### src/hw/rtl/assert_macros.svh
// assertion macros shared by the rtl files
`ifndef ASSERT_MACROS_SVH
`define ASSERT_MACROS_SVH
`ifndef ASSERT_OFF
`define ASSERT_PROP(label, clk, rst_n, prop) \
    label: assert property (@(posedge clk) disable iff (!(rst_n)) (prop)) \
        else $error("assertion failed");
`define ASSERT_NEVER(label, clk, rst_n, cond) \
    label: assert property (@(posedge clk) disable iff (!(rst_n)) !(cond)) \
        else $error("assertion failed");
`else
`define ASSERT_PROP(label, clk, rst_n, prop)
`define ASSERT_NEVER(label, clk, rst_n, cond)
`endif
`endif

### src/hw/rtl/rsaoc_pkg.sv
// shared types and constants of the rsa offset cipher core
package rsaoc_pkg;

    localparam int OFFSET_BITS = 16;

    // configuration register indexes
    localparam logic [1:0] REG_MODULUS     = 2'd0;
    localparam logic [1:0] REG_PUBLIC_EXP  = 2'd1;
    localparam logic [1:0] REG_PRIVATE_EXP = 2'd2;

    // command codes
    localparam logic CMD_ENCRYPT = 1'b0;
    localparam logic CMD_DECRYPT = 1'b1;

    // reset values of the configuration registers
    localparam logic [31:0] RESET_MODULUS     = 32'd9173503;
    localparam logic [31:0] RESET_PUBLIC_EXP  = 32'd17;
    localparam logic [31:0] RESET_PRIVATE_EXP = 32'd539257;

    // status of the modular multiply unit
    typedef struct packed {
        logic busy;
        logic done;
    } t_mm_stat;

endpackage

### src/hw/rtl/rsaoc_modmul.sv
// bit-serial interleaved modular multiplier, one multiplier bit per cycle
`include "assert_macros.svh"

module rsaoc_modmul #(
    parameter int WORD_BITS = 32,
    parameter int ARG_BITS  = 33
) (
    input  logic                  i_clk,
    input  logic                  i_rst_n,
    input  logic                  i_start,
    input  logic [ARG_BITS-1:0]   i_a,
    input  logic [WORD_BITS-1:0]  i_b,
    input  logic [WORD_BITS-1:0]  i_m,
    output rsaoc_pkg::t_mm_stat   o_stat,
    output logic [WORD_BITS-1:0]  o_p
);

    localparam int CW = (ARG_BITS > 1) ? $clog2(ARG_BITS) : 1;
    localparam logic [CW-1:0] LAST_STEP = CW'(ARG_BITS - 1);

    logic                  r_run;
    logic                  r_done;
    logic [CW-1:0]         r_cnt;
    logic [ARG_BITS-1:0]   r_a;
    logic [WORD_BITS-1:0]  r_b;
    logic [WORD_BITS-1:0]  r_m;
    logic [WORD_BITS-1:0]  r_acc;

    logic [WORD_BITS+1:0]  s_t;
    logic [WORD_BITS+1:0]  s_t1;
    logic [WORD_BITS+1:0]  s_t2;
    logic [WORD_BITS+1:0]  s_mw;

    // acc < m and b < m, so 2*acc + b < 3m: two conditional subtracts
    always_comb begin
        s_mw = {2'b00, r_m};
        s_t  = {1'b0, r_acc, 1'b0} + (r_a[ARG_BITS-1] ? {2'b00, r_b} : '0);
        s_t1 = (s_t >= s_mw) ? (s_t - s_mw) : s_t;
        s_t2 = (s_t1 >= s_mw) ? (s_t1 - s_mw) : s_t1;
    end

    always_ff @(posedge i_clk) begin
        if (!i_rst_n) begin
            r_run  <= 1'b0;
            r_done <= 1'b0;
            r_cnt  <= '0;
        end else begin
            r_done <= 1'b0;
            if (i_start) begin
                r_run <= 1'b1;
                r_cnt <= '0;
            end else if (r_run) begin
                r_cnt <= r_cnt + 1'b1;
                if (r_cnt == LAST_STEP) begin
                    r_run  <= 1'b0;
                    r_done <= 1'b1;
                end
            end
        end
    end

    always_ff @(posedge i_clk) begin
        if (i_start) begin
            r_a   <= i_a;
            r_b   <= i_b;
            r_m   <= i_m;
            r_acc <= '0;
        end else if (r_run) begin
            r_a   <= {r_a[ARG_BITS-2:0], 1'b0};
            r_acc <= s_t2[WORD_BITS-1:0];
        end
    end

    assign o_stat.busy = r_run;
    assign o_stat.done = r_done;
    assign o_p         = r_acc;

    `ASSERT_NEVER(a_done_while_run, i_clk, i_rst_n, r_done && r_run)
    `ASSERT_PROP(a_done_single, i_clk, i_rst_n, r_done |=> !r_done)
    `ASSERT_PROP(a_acc_reduced, i_clk, i_rst_n, (r_run && !$past(i_start)) |-> (r_acc < r_m))

endmodule

### src/hw/rtl/rsa_offset_char_cipher_core.sv
// rsa offset cipher core: sequencer for square-and-multiply modular exponentiation
//
// usage: a transaction is accepted at a clock edge with start high and busy low;
// i_cmd selects encrypt (value + offset, reduced, raised to the public exponent)
// or decrypt (value raised to the private exponent, then minus offset mod 2^W).
// busy stays high from the accepting edge until the result is shown.
// the result sits on o_result for one cycle with o_valid high; the receiver
// cannot stall, it must take it in that cycle.
// configuration: i_cfg_we writes i_cfg_data into register i_cfg_idx (0 modulus,
// 1 public exponent, 2 private exponent, 3 ignored); write only while idle.
// operation: one shared bit-serial modular multiplier does all the work, with a
// multiplier operand of AW = max(W,16)+1 bits. one reduction pass, then for
// each of the W exponent bits one issue state, for a set bit one multiply, and
// then one square. a modulus of 0 or 1 skips the exponentiation and goes
// straight to the finishing state with an accumulator of 0.
// one transaction at a time; the next can be accepted in the o_valid cycle.
// reset: the configuration registers take their reset values, the core goes idle, no result pends.
`include "assert_macros.svh"

module rsa_offset_char_cipher_core #(
    parameter int WORD_BITS = 32
) (
    input  logic                                i_clk,
    input  logic                                i_rst_n,
    input  logic                                start,
    output logic                                busy,
    input  logic                                i_cmd,
    input  logic [WORD_BITS-1:0]                i_value,
    input  logic [rsaoc_pkg::OFFSET_BITS-1:0]   i_offset,
    output logic                                o_valid,
    output logic [WORD_BITS-1:0]                o_result,
    input  logic                                i_cfg_we,
    input  logic [1:0]                          i_cfg_idx,
    input  logic [WORD_BITS-1:0]                i_cfg_data
);

    localparam int ARG_BITS = ((WORD_BITS > rsaoc_pkg::OFFSET_BITS) ?
                               WORD_BITS : rsaoc_pkg::OFFSET_BITS) + 1;
    localparam int BW = $clog2(WORD_BITS);
    localparam logic [BW-1:0] LAST_BIT = BW'(WORD_BITS - 1);

    typedef enum logic [5:0] {
        ST_IDLE = 6'b000001,
        ST_RED  = 6'b000010,
        ST_EXP  = 6'b000100,
        ST_MUL  = 6'b001000,
        ST_SQR  = 6'b010000,
        ST_FIN  = 6'b100000
    } t_state;

    t_state                         r_state, n_state;
    logic [WORD_BITS-1:0]           r_modulus, r_pub_exp, r_priv_exp;
    logic                           r_cmd, n_cmd;
    logic [rsaoc_pkg::OFFSET_BITS-1:0] r_offset, n_offset;
    logic [WORD_BITS-1:0]           r_exp, n_exp;
    logic [WORD_BITS-1:0]           r_acc, n_acc;
    logic [WORD_BITS-1:0]           r_base, n_base;
    logic [BW-1:0]                  r_bit, n_bit;
    logic                           r_valid, n_valid;
    logic [WORD_BITS-1:0]           r_result, n_result;

    logic                           s_mm_start;
    logic [ARG_BITS-1:0]            s_mm_a;
    logic [WORD_BITS-1:0]           s_mm_b;
    logic [WORD_BITS-1:0]           s_mm_p;
    rsaoc_pkg::t_mm_stat            s_mm_stat;
    logic                           s_mod_trivial;
    logic                           s_mm_wait;

    assign s_mod_trivial = (r_modulus[WORD_BITS-1:1] == '0);
    assign s_mm_wait     = (r_state == ST_RED) || (r_state == ST_MUL) || (r_state == ST_SQR);

    rsaoc_modmul #(
        .WORD_BITS (WORD_BITS),
        .ARG_BITS  (ARG_BITS)
    ) u_modmul (
        .i_clk   (i_clk),
        .i_rst_n (i_rst_n),
        .i_start (s_mm_start),
        .i_a     (s_mm_a),
        .i_b     (s_mm_b),
        .i_m     (r_modulus),
        .o_stat  (s_mm_stat),
        .o_p     (s_mm_p)
    );

    always_comb begin
        n_state    = r_state;
        n_cmd      = r_cmd;
        n_offset   = r_offset;
        n_exp      = r_exp;
        n_acc      = r_acc;
        n_base     = r_base;
        n_bit      = r_bit;
        n_valid    = 1'b0;
        n_result   = r_result;
        s_mm_start = 1'b0;
        s_mm_a     = ARG_BITS'(r_base);
        s_mm_b     = r_base;
        case (r_state)
            ST_IDLE: begin
                if (start) begin
                    n_cmd    = i_cmd;
                    n_offset = i_offset;
                    n_exp    = (i_cmd == rsaoc_pkg::CMD_DECRYPT) ? r_priv_exp : r_pub_exp;
                    if (s_mod_trivial) begin
                        n_acc   = '0;
                        n_state = ST_FIN;
                    end else begin
                        // reduce the base as base * 1 mod m
                        s_mm_start = 1'b1;
                        s_mm_b     = WORD_BITS'(1);
                        if (i_cmd == rsaoc_pkg::CMD_DECRYPT) begin
                            s_mm_a = ARG_BITS'(i_value);
                        end else begin
                            s_mm_a = ARG_BITS'(i_value) + ARG_BITS'(i_offset);
                        end
                        n_state = ST_RED;
                    end
                end
            end
            ST_RED: begin
                if (s_mm_stat.done) begin
                    n_base  = s_mm_p;
                    n_acc   = WORD_BITS'(1);
                    n_bit   = '0;
                    n_state = ST_EXP;
                end
            end
            ST_EXP: begin
                s_mm_start = 1'b1;
                if (r_exp[0]) begin
                    s_mm_a  = ARG_BITS'(r_acc);
                    n_state = ST_MUL;
                end else begin
                    n_state = ST_SQR;
                end
            end
            ST_MUL: begin
                if (s_mm_stat.done) begin
                    n_acc      = s_mm_p;
                    s_mm_start = 1'b1;
                    n_state    = ST_SQR;
                end
            end
            ST_SQR: begin
                if (s_mm_stat.done) begin
                    n_base = s_mm_p;
                    n_exp  = {1'b0, r_exp[WORD_BITS-1:1]};
                    n_bit  = r_bit + 1'b1;
                    n_state = (r_bit == LAST_BIT) ? ST_FIN : ST_EXP;
                end
            end
            ST_FIN: begin
                n_valid  = 1'b1;
                n_result = (r_cmd == rsaoc_pkg::CMD_DECRYPT) ?
                           (r_acc - WORD_BITS'(r_offset)) : r_acc;
                n_state  = ST_IDLE;
            end
            default: begin
                n_state = ST_IDLE;
            end
        endcase
    end

    always_ff @(posedge i_clk) begin
        if (!i_rst_n) begin
            r_state    <= ST_IDLE;
            r_valid    <= 1'b0;
            r_modulus  <= WORD_BITS'(rsaoc_pkg::RESET_MODULUS);
            r_pub_exp  <= WORD_BITS'(rsaoc_pkg::RESET_PUBLIC_EXP);
            r_priv_exp <= WORD_BITS'(rsaoc_pkg::RESET_PRIVATE_EXP);
        end else begin
            r_state <= n_state;
            r_valid <= n_valid;
            if (i_cfg_we) begin
                case (i_cfg_idx)
                    rsaoc_pkg::REG_MODULUS:     r_modulus  <= i_cfg_data;
                    rsaoc_pkg::REG_PUBLIC_EXP:  r_pub_exp  <= i_cfg_data;
                    rsaoc_pkg::REG_PRIVATE_EXP: r_priv_exp <= i_cfg_data;
                    default: ;
                endcase
            end
        end
    end

    always_ff @(posedge i_clk) begin
        r_cmd    <= n_cmd;
        r_offset <= n_offset;
        r_exp    <= n_exp;
        r_acc    <= n_acc;
        r_base   <= n_base;
        r_bit    <= n_bit;
        r_result <= n_result;
    end

    assign busy     = (r_state != ST_IDLE);
    assign o_valid  = r_valid;
    assign o_result = r_result;

    `ASSERT_PROP(a_valid_when_idle, i_clk, i_rst_n, o_valid |-> !busy)
    `ASSERT_PROP(a_accept_goes_busy, i_clk, i_rst_n, (start && !busy) |=> busy)
    `ASSERT_PROP(a_done_expected, i_clk, i_rst_n, s_mm_stat.done |-> s_mm_wait)
    `ASSERT_NEVER(a_start_while_busy, i_clk, i_rst_n, s_mm_start && s_mm_stat.busy)

endmodule

### config.mk
export PLATFORM = sky130hd
export DESIGN_NAME = rsa_offset_char_cipher_core
export DESIGN_NICKNAME = d
export VERILOG_FILES = /design/src/hw/rtl/rsaoc_pkg.sv /design/src/hw/rtl/rsaoc_modmul.sv /design/src/hw/rtl/rsa_offset_char_cipher_core.sv
export VERILOG_INCLUDE_DIRS = /design/src /design/src/hw/rtl
export SDC_FILE = /design/constraint.sdc
export NUM_CORES = 1
export LEC_CHECK = 0
export ABC_AREA = 1
export BUFFER_PORTS_ARGS = -buffer_cell sky130_fd_sc_hd__buf_2
export CORE_ASPECT_RATIO = 0.5
export CORE_MARGIN = 2
export CORE_UTILIZATION = 44
export DETAILED_ROUTE_END_ITERATION = 16
export SKIP_LAST_GASP = 1
export SYNTH_ARGS = -nofsm -noshare
export SYNTH_HDL_FRONTEND = slang
export SYNTH_HIERARCHICAL = 1
export SYNTH_SLANG_ARGS = --single-unit
### constraint.sdc
create_clock -name i_clk -period 14.6 [get_ports i_clk]
set_input_delay 2.92 -clock i_clk [delete_from_list [all_inputs] [get_ports i_clk]]
set_output_delay 2.92 -clock i_clk [all_outputs]
set_load 0.005 [all_outputs]
==> flow_summary.ini, run 1 <==
[placed_design]
dp.cells = 4291
dp_slack_ns = 6.102
gp_congestion = 0.9777
io_buffers = 120
hpwl_microns = 60140

[timing]
layout_setup_ws_ns = 5.989
fin_setup_tns_ns = 0
fin_crit_sh_pct = 58.98
tightest_slew_ns = 1.086
hold_viol = 0
fin_crit_ns = 8.611
fin_skew_ns = 0.01526
slew_viol_final = 0
slew_headroom_pct = 27.43
fmax_mhz = 116.1
final-setup-viol-count = 0
rsz0062_at_grt = false

[finish]
nets = 3787
area_growth_pct = 10.00
layoutNonFillerInstCount = 4362
drive_gt1_share_pct = 8.322

[logic_synthesis]
yosysWarnings = 6
synth_area_sq_mm = 0.02551
syn_nets = 3701
avgSynthCellArea_sq_um = 7.335
syn_inst = 3478

[clock_network]
cts.sinks = 390
cts_resized = 0
clk_pin_slew_ns = 0.06
ctsHoldBuffers = 0
numCtsBuffers = 39
cts_tree = done
htreeDepth = 2
cts-root-buf = clkbuf_16
postCtsSetupBuffers = 0
clockBufferDepth = 3
clk_latency_ns = 0.56

[worst_setup_path]
critPathMaxFanout = 36
ff2ff_setup_slack_ns = 5.99
cp.arrival_ns = 9.06
worst_ep_required_time_ns = 15.05
cp-end-kind = register
slowest_stage = nand2_1
cp-start-kind = register
reg2reg_from = u_modmul/r_a[32]$_DFFE_PP_
cp-startpoint = u_modmul/r_a[32]$_DFFE_PP_
critPathKind = register to register
slowest_delay_ns = 0.61
cp_common_cell = nand2_1

[status]
outcome = completed

[pwr]
internal_power_mw = 2.781
seqPwrFrac_pct = 26.6
power.density_mw_per_mm2 = 186.1
peakVddDrop_mv = 0.1142
p_comb_share_pct = 53.9
p_leak_nw = 13.29
switching_share_pct = 46.74
netSwitchingPower_mw = 2.441
pwr-share-clk_pct = 19.5

[drt]
drtPass1Iterations = 6
drt_iter0_drc = 1951
num_vias = 22810
finalWirelength_microns = 77980
ant_nets = 0
vias_per_cell = 5.229
wl_per_cell_microns = 17.88
drcViolationCount = 0

[floorplanning]
io-pin-count = 121
rows = 62
start_util_pct = 44.50
die_x_microns = 344.5
die_area_sq_mm = 0.06004
die_h_microns = 174.3
core_area_sq_mm = 0.05733

[grt]
grt_usage_pct = 25.87
grt_pass1_vias = 21480
antenna_found_initial = 2
grt_max_degree = 101
grt_pass1_wl_microns = 121700
grt_overflow = 0

[hold_path]
min_from = r_modulus[30]$_SDFFE_PN0P_
hp-class = register to register

[job]
drv_cap = 0
## per-stage QoR
stage               utilization (%)  hold WS [ns]  power [mW]  instance area (sq um)
global route                  48.95        0.4534       5.614                  28060
detailed placement            46.78        0.4183       4.169                  26820
finish                        48.95        0.4331       5.222                  28060
CTS                           48.95        0.4345       5.203                  28060
global placement              46.78        0.4129       4.220                  26820
floorplan                         -        0.4082       3.441                  25510
## worst max-delay path: cells and delay by family (launching register included)
kind	cells	cell delay (ns)
compound gates	6	1.31
xor+xnor	1	0.46
fa+ha+maj	5	1.61
buf+inv	5	1.34
flops	1	0.33
simple gates	24	3.42
## state kept, by name, summed over array words and instances, names as in the netlist, 6 cells and up
register        cells
u_modmul/r_a       33
r_base             32
r_modulus          32
u_modmul/r_cnt      6
r_pub_exp          32
r_exp              32
r_state             6
o_result           32
u_modmul/o_p       32
u_modmul/r_b       32
r_priv_exp         32
u_modmul/r_m       32
r_acc              32
r_offset           16
## per-layer routing
metal	vias to the layer above	track usage [%]	routed length, microns
met1	10570	38.86	39100
met5	-	0	7
met2	617	38.16	32140
li1	11520	-	-
met4	2	6.957	1991
met3	97	4.221	4739
## path summary, 6_finish.rpt
path                                   to  cells past startpoint
min            u_modmul/r_m[30]$_DFFE_PP_                      0
max reg2reg  u_modmul/o_p[0]$_SDFFE_PP0P_                     41
min reg2reg    u_modmul/r_m[30]$_DFFE_PP_                      0
max          u_modmul/o_p[0]$_SDFFE_PP0P_                     41
## power groups by stage
| stage | Sequential, mW | Clock, mW | Combinational (mW) |
|---|---|---|---|
| global route | 1.40 | 1.08 | 3.14 |
| detailed placement | 1.41 | 0 | 2.76 |
| finish | 1.39 | 1.02 | 2.82 |
| floorplan | 1.37 | 0 | 2.07 |
| CTS | 1.39 | 1.04 | 2.78 |
| global placement | 1.41 | 0 | 2.81 |
## layout make-up
type / count / area (sq um)
inverters: 465 / 1753
repair buffers: 143 / 773.2
clock buffers: 46 / 1002
clock inverters: 24 / 240.2
well taps: 768 / 960.9
fillers: 5811 / 29260
diodes: 1 / 2.502
flip-flops and latches: 390 / 10280
multi-input cells: 2525 / 13050
## layout by cell type (no fill, tap or decap), drive strengths merged, types with 35 or more instances in the layout
cell type	n
dfxtp	143
buf	143
clkbuf	46
edfxtp	247
nand2	985
inv	469
o21ai	167
a21oi	145
xor2	49
ha	131
nor2	481
nor3	35
xnor2	46
nand3	263
(Power assumes the default switching activity.)
==> inputs of run 2 (changes only) <==
- clock period: 14.6 -> 7.9 ns (I/O delays scaled with it)
==> flow_summary.ini, run 2 (same netlist as run 1, synthesis figures left out) <==
[status]
outcome = completed

[pwr]
p_leak_nw = 13.41
netSwitchingPower_mw = 4.477
internal_power_mw = 5.386
pwr-share-clk_pct = 21.4
p_comb_share_pct = 52.6
peakVddDrop_mv = 0.4598
switching_share_pct = 45.39
power.density_mw_per_mm2 = 348.4
seqPwrFrac_pct = 26.1

[worst_setup_path]
worst_ep_required_time_ns = 8.36
cp.arrival_ns = 7.70
path_buf_inv = 6
cp_common_cell = nand2_1
critPathKind = register to register
critPathMaxFanout = 32
critPathTopFamily = simple AND/OR/NAND/NOR gates
cp-start-kind = register
slowest_stage = edfxtp_1
cp-end-kind = register
slowest_delay_ns = 0.56

[clock_network]
cts_tree = done
htreeDepth = 2
cts.sinks = 390
clk_pin_slew_ns = 0.07
numCtsBuffers = 40
ctsHoldBuffers = 0
clockBufferDepth = 3
clk_latency_ns = 0.57
cts-root-buf = clkbuf_16

[drt]
vias_per_cell = 5.170
drcViolationCount = 0
drtPass1Iterations = 5
wl_per_cell_microns = 17.61
drt_iter0_drc = 1771
ant_nets = 0
num_vias = 22590
finalWirelength_microns = 76950

[timing]
fin_crit_sh_pct = 91.61
final-setup-viol-count = 0
fin_crit_ns = 7.237
fin_skew_ns = 0.01935
rsz0062_at_grt = false
fin_setup_tns_ns = 0
slew_headroom_pct = 31.06
slew_viol_final = 0
fmax_mhz = 138.2
tightest_slew_ns = 1.033
layout_setup_ws_ns = 0.6628
hold_viol = 0

[floorplanning]
die_area_sq_mm = 0.06004
die_h_microns = 174.3
start_util_pct = 44.50
rows = 62
io-pin-count = 121
core_area_sq_mm = 0.05733
die_x_microns = 344.5

[placed_design]
hpwl_microns = 59130
dp.cells = 4293
io_buffers = 120
gp_congestion = 0.9407
dp_slack_ns = 0.5487

[job]
drv_cap = 0

[finish]
layout_commonest_cell = nand2_1
area_growth_pct = 10.97
drive_gt1_share_pct = 8.664
nets = 3792
top_register = u_modmul/r_a
largest_reg_flops = 33
layout_common_cells = nand2_1, nor2_1, inv_1, nand3_1, edfxtp_1
layoutNonFillerInstCount = 4370

[grt]
grt_pass1_vias = 21970
grt_pass1_wl_microns = 121300
grt_overflow = 0
antenna_found_initial = 2
grt_max_degree = 93
grt_usage_pct = 25.73

[hold_path]
hp-class = register to register
run 2: changes by cell type in the layout (fill, tap and decap cells not counted), moves of 2 or more:
cell	before	now
buf_4	23	26
bufinv_16	4	8
clkbuf_16	39	42
clkinv_1	4	2
clkinv_4	0	2
clkinvlp_4	4	2
inv_6	5	3
run 2: final cells by class:
| type | count | area [sq um] |
|---|---|---|
| Clock buffer | 50 | 1091 |
| Antenna cell | 1 | 2.502 |
| Sequential cell | 390 | 10280 |
| Clock inverter | 24 | 344.1 |
| Tap cell | 768 | 960.9 |
| Timing Repair Buffer | 147 | 807.0 |
| Fill cell | 5847 | 29020 |
| Multi-Input combinational cell | 2525 | 13070 |
| Inverter | 465 | 1755 |
run 2: worst paths after layout:
kind	start	to	slack, ns	depth (start not counted)
max	u_modmul/r_a[32]$_DFFE_PP_	u_modmul/o_p[20]$_SDFFE_PP0P_	0.66	41
min	r_modulus[30]$_SDFFE_PN0P_	u_modmul/r_m[30]$_DFFE_PP_	0.44	0
max reg2reg	u_modmul/r_a[32]$_DFFE_PP_	u_modmul/o_p[20]$_SDFFE_PP0P_	0.66	41
min reg2reg	r_modulus[30]$_SDFFE_PN0P_	u_modmul/r_m[30]$_DFFE_PP_	0.44	0
run 2: power by group through the flow:
stage / Clock, mW / Sequential (mW) / Combinational [mW]
2_1_floorplan: 0 / 2.54 / 3.82
3_3_place_gp: 0 / 2.60 / 5.13
3_5_place_dp: 0 / 2.61 / 5.04
4_1_cts: 2.15 / 2.57 / 5.07
5_1_grt: 2.24 / 2.59 / 5.77
6_report: 2.11 / 2.57 / 5.18
run 2: repair_timing:
| item | in CTS | in global routing |
|---|---|---|
| gates resized for setup | 0 | 6 |
| setup buffers | 0 | 2 |
| setup endpoints to repair | 0 | 32 |
| hold endpoints to repair | 0 | 0 |
run 2: metrics by stage:
step	hold WS [ns]	utilization [%]	total power [mW]	instance area, sq um
after floorplan	0.4082	-	6.359	25510
after global placement	0.4141	46.81	7.730	26830
after detailed placement	0.4220	46.81	7.649	26830
after CTS	0.4381	49.31	9.795	28270
after global routing	0.4446	49.38	10.60	28310
final	0.4413	49.38	9.863	28310
run 2: layer usage:
metal / routed length [microns] / global-route usage, % / part of all wire (%) / vias up
met3: 3732 / 3.434 / 4.8 / 112
li1: - / - / - / 11520
met1: 39270 / 38.48 / 51 / 10370
met4: 2054 / 6.848 / 2.7 / 0
met2: 31890 / 38.79 / 41 / 590
met5: 0 / 0 / 0 / -
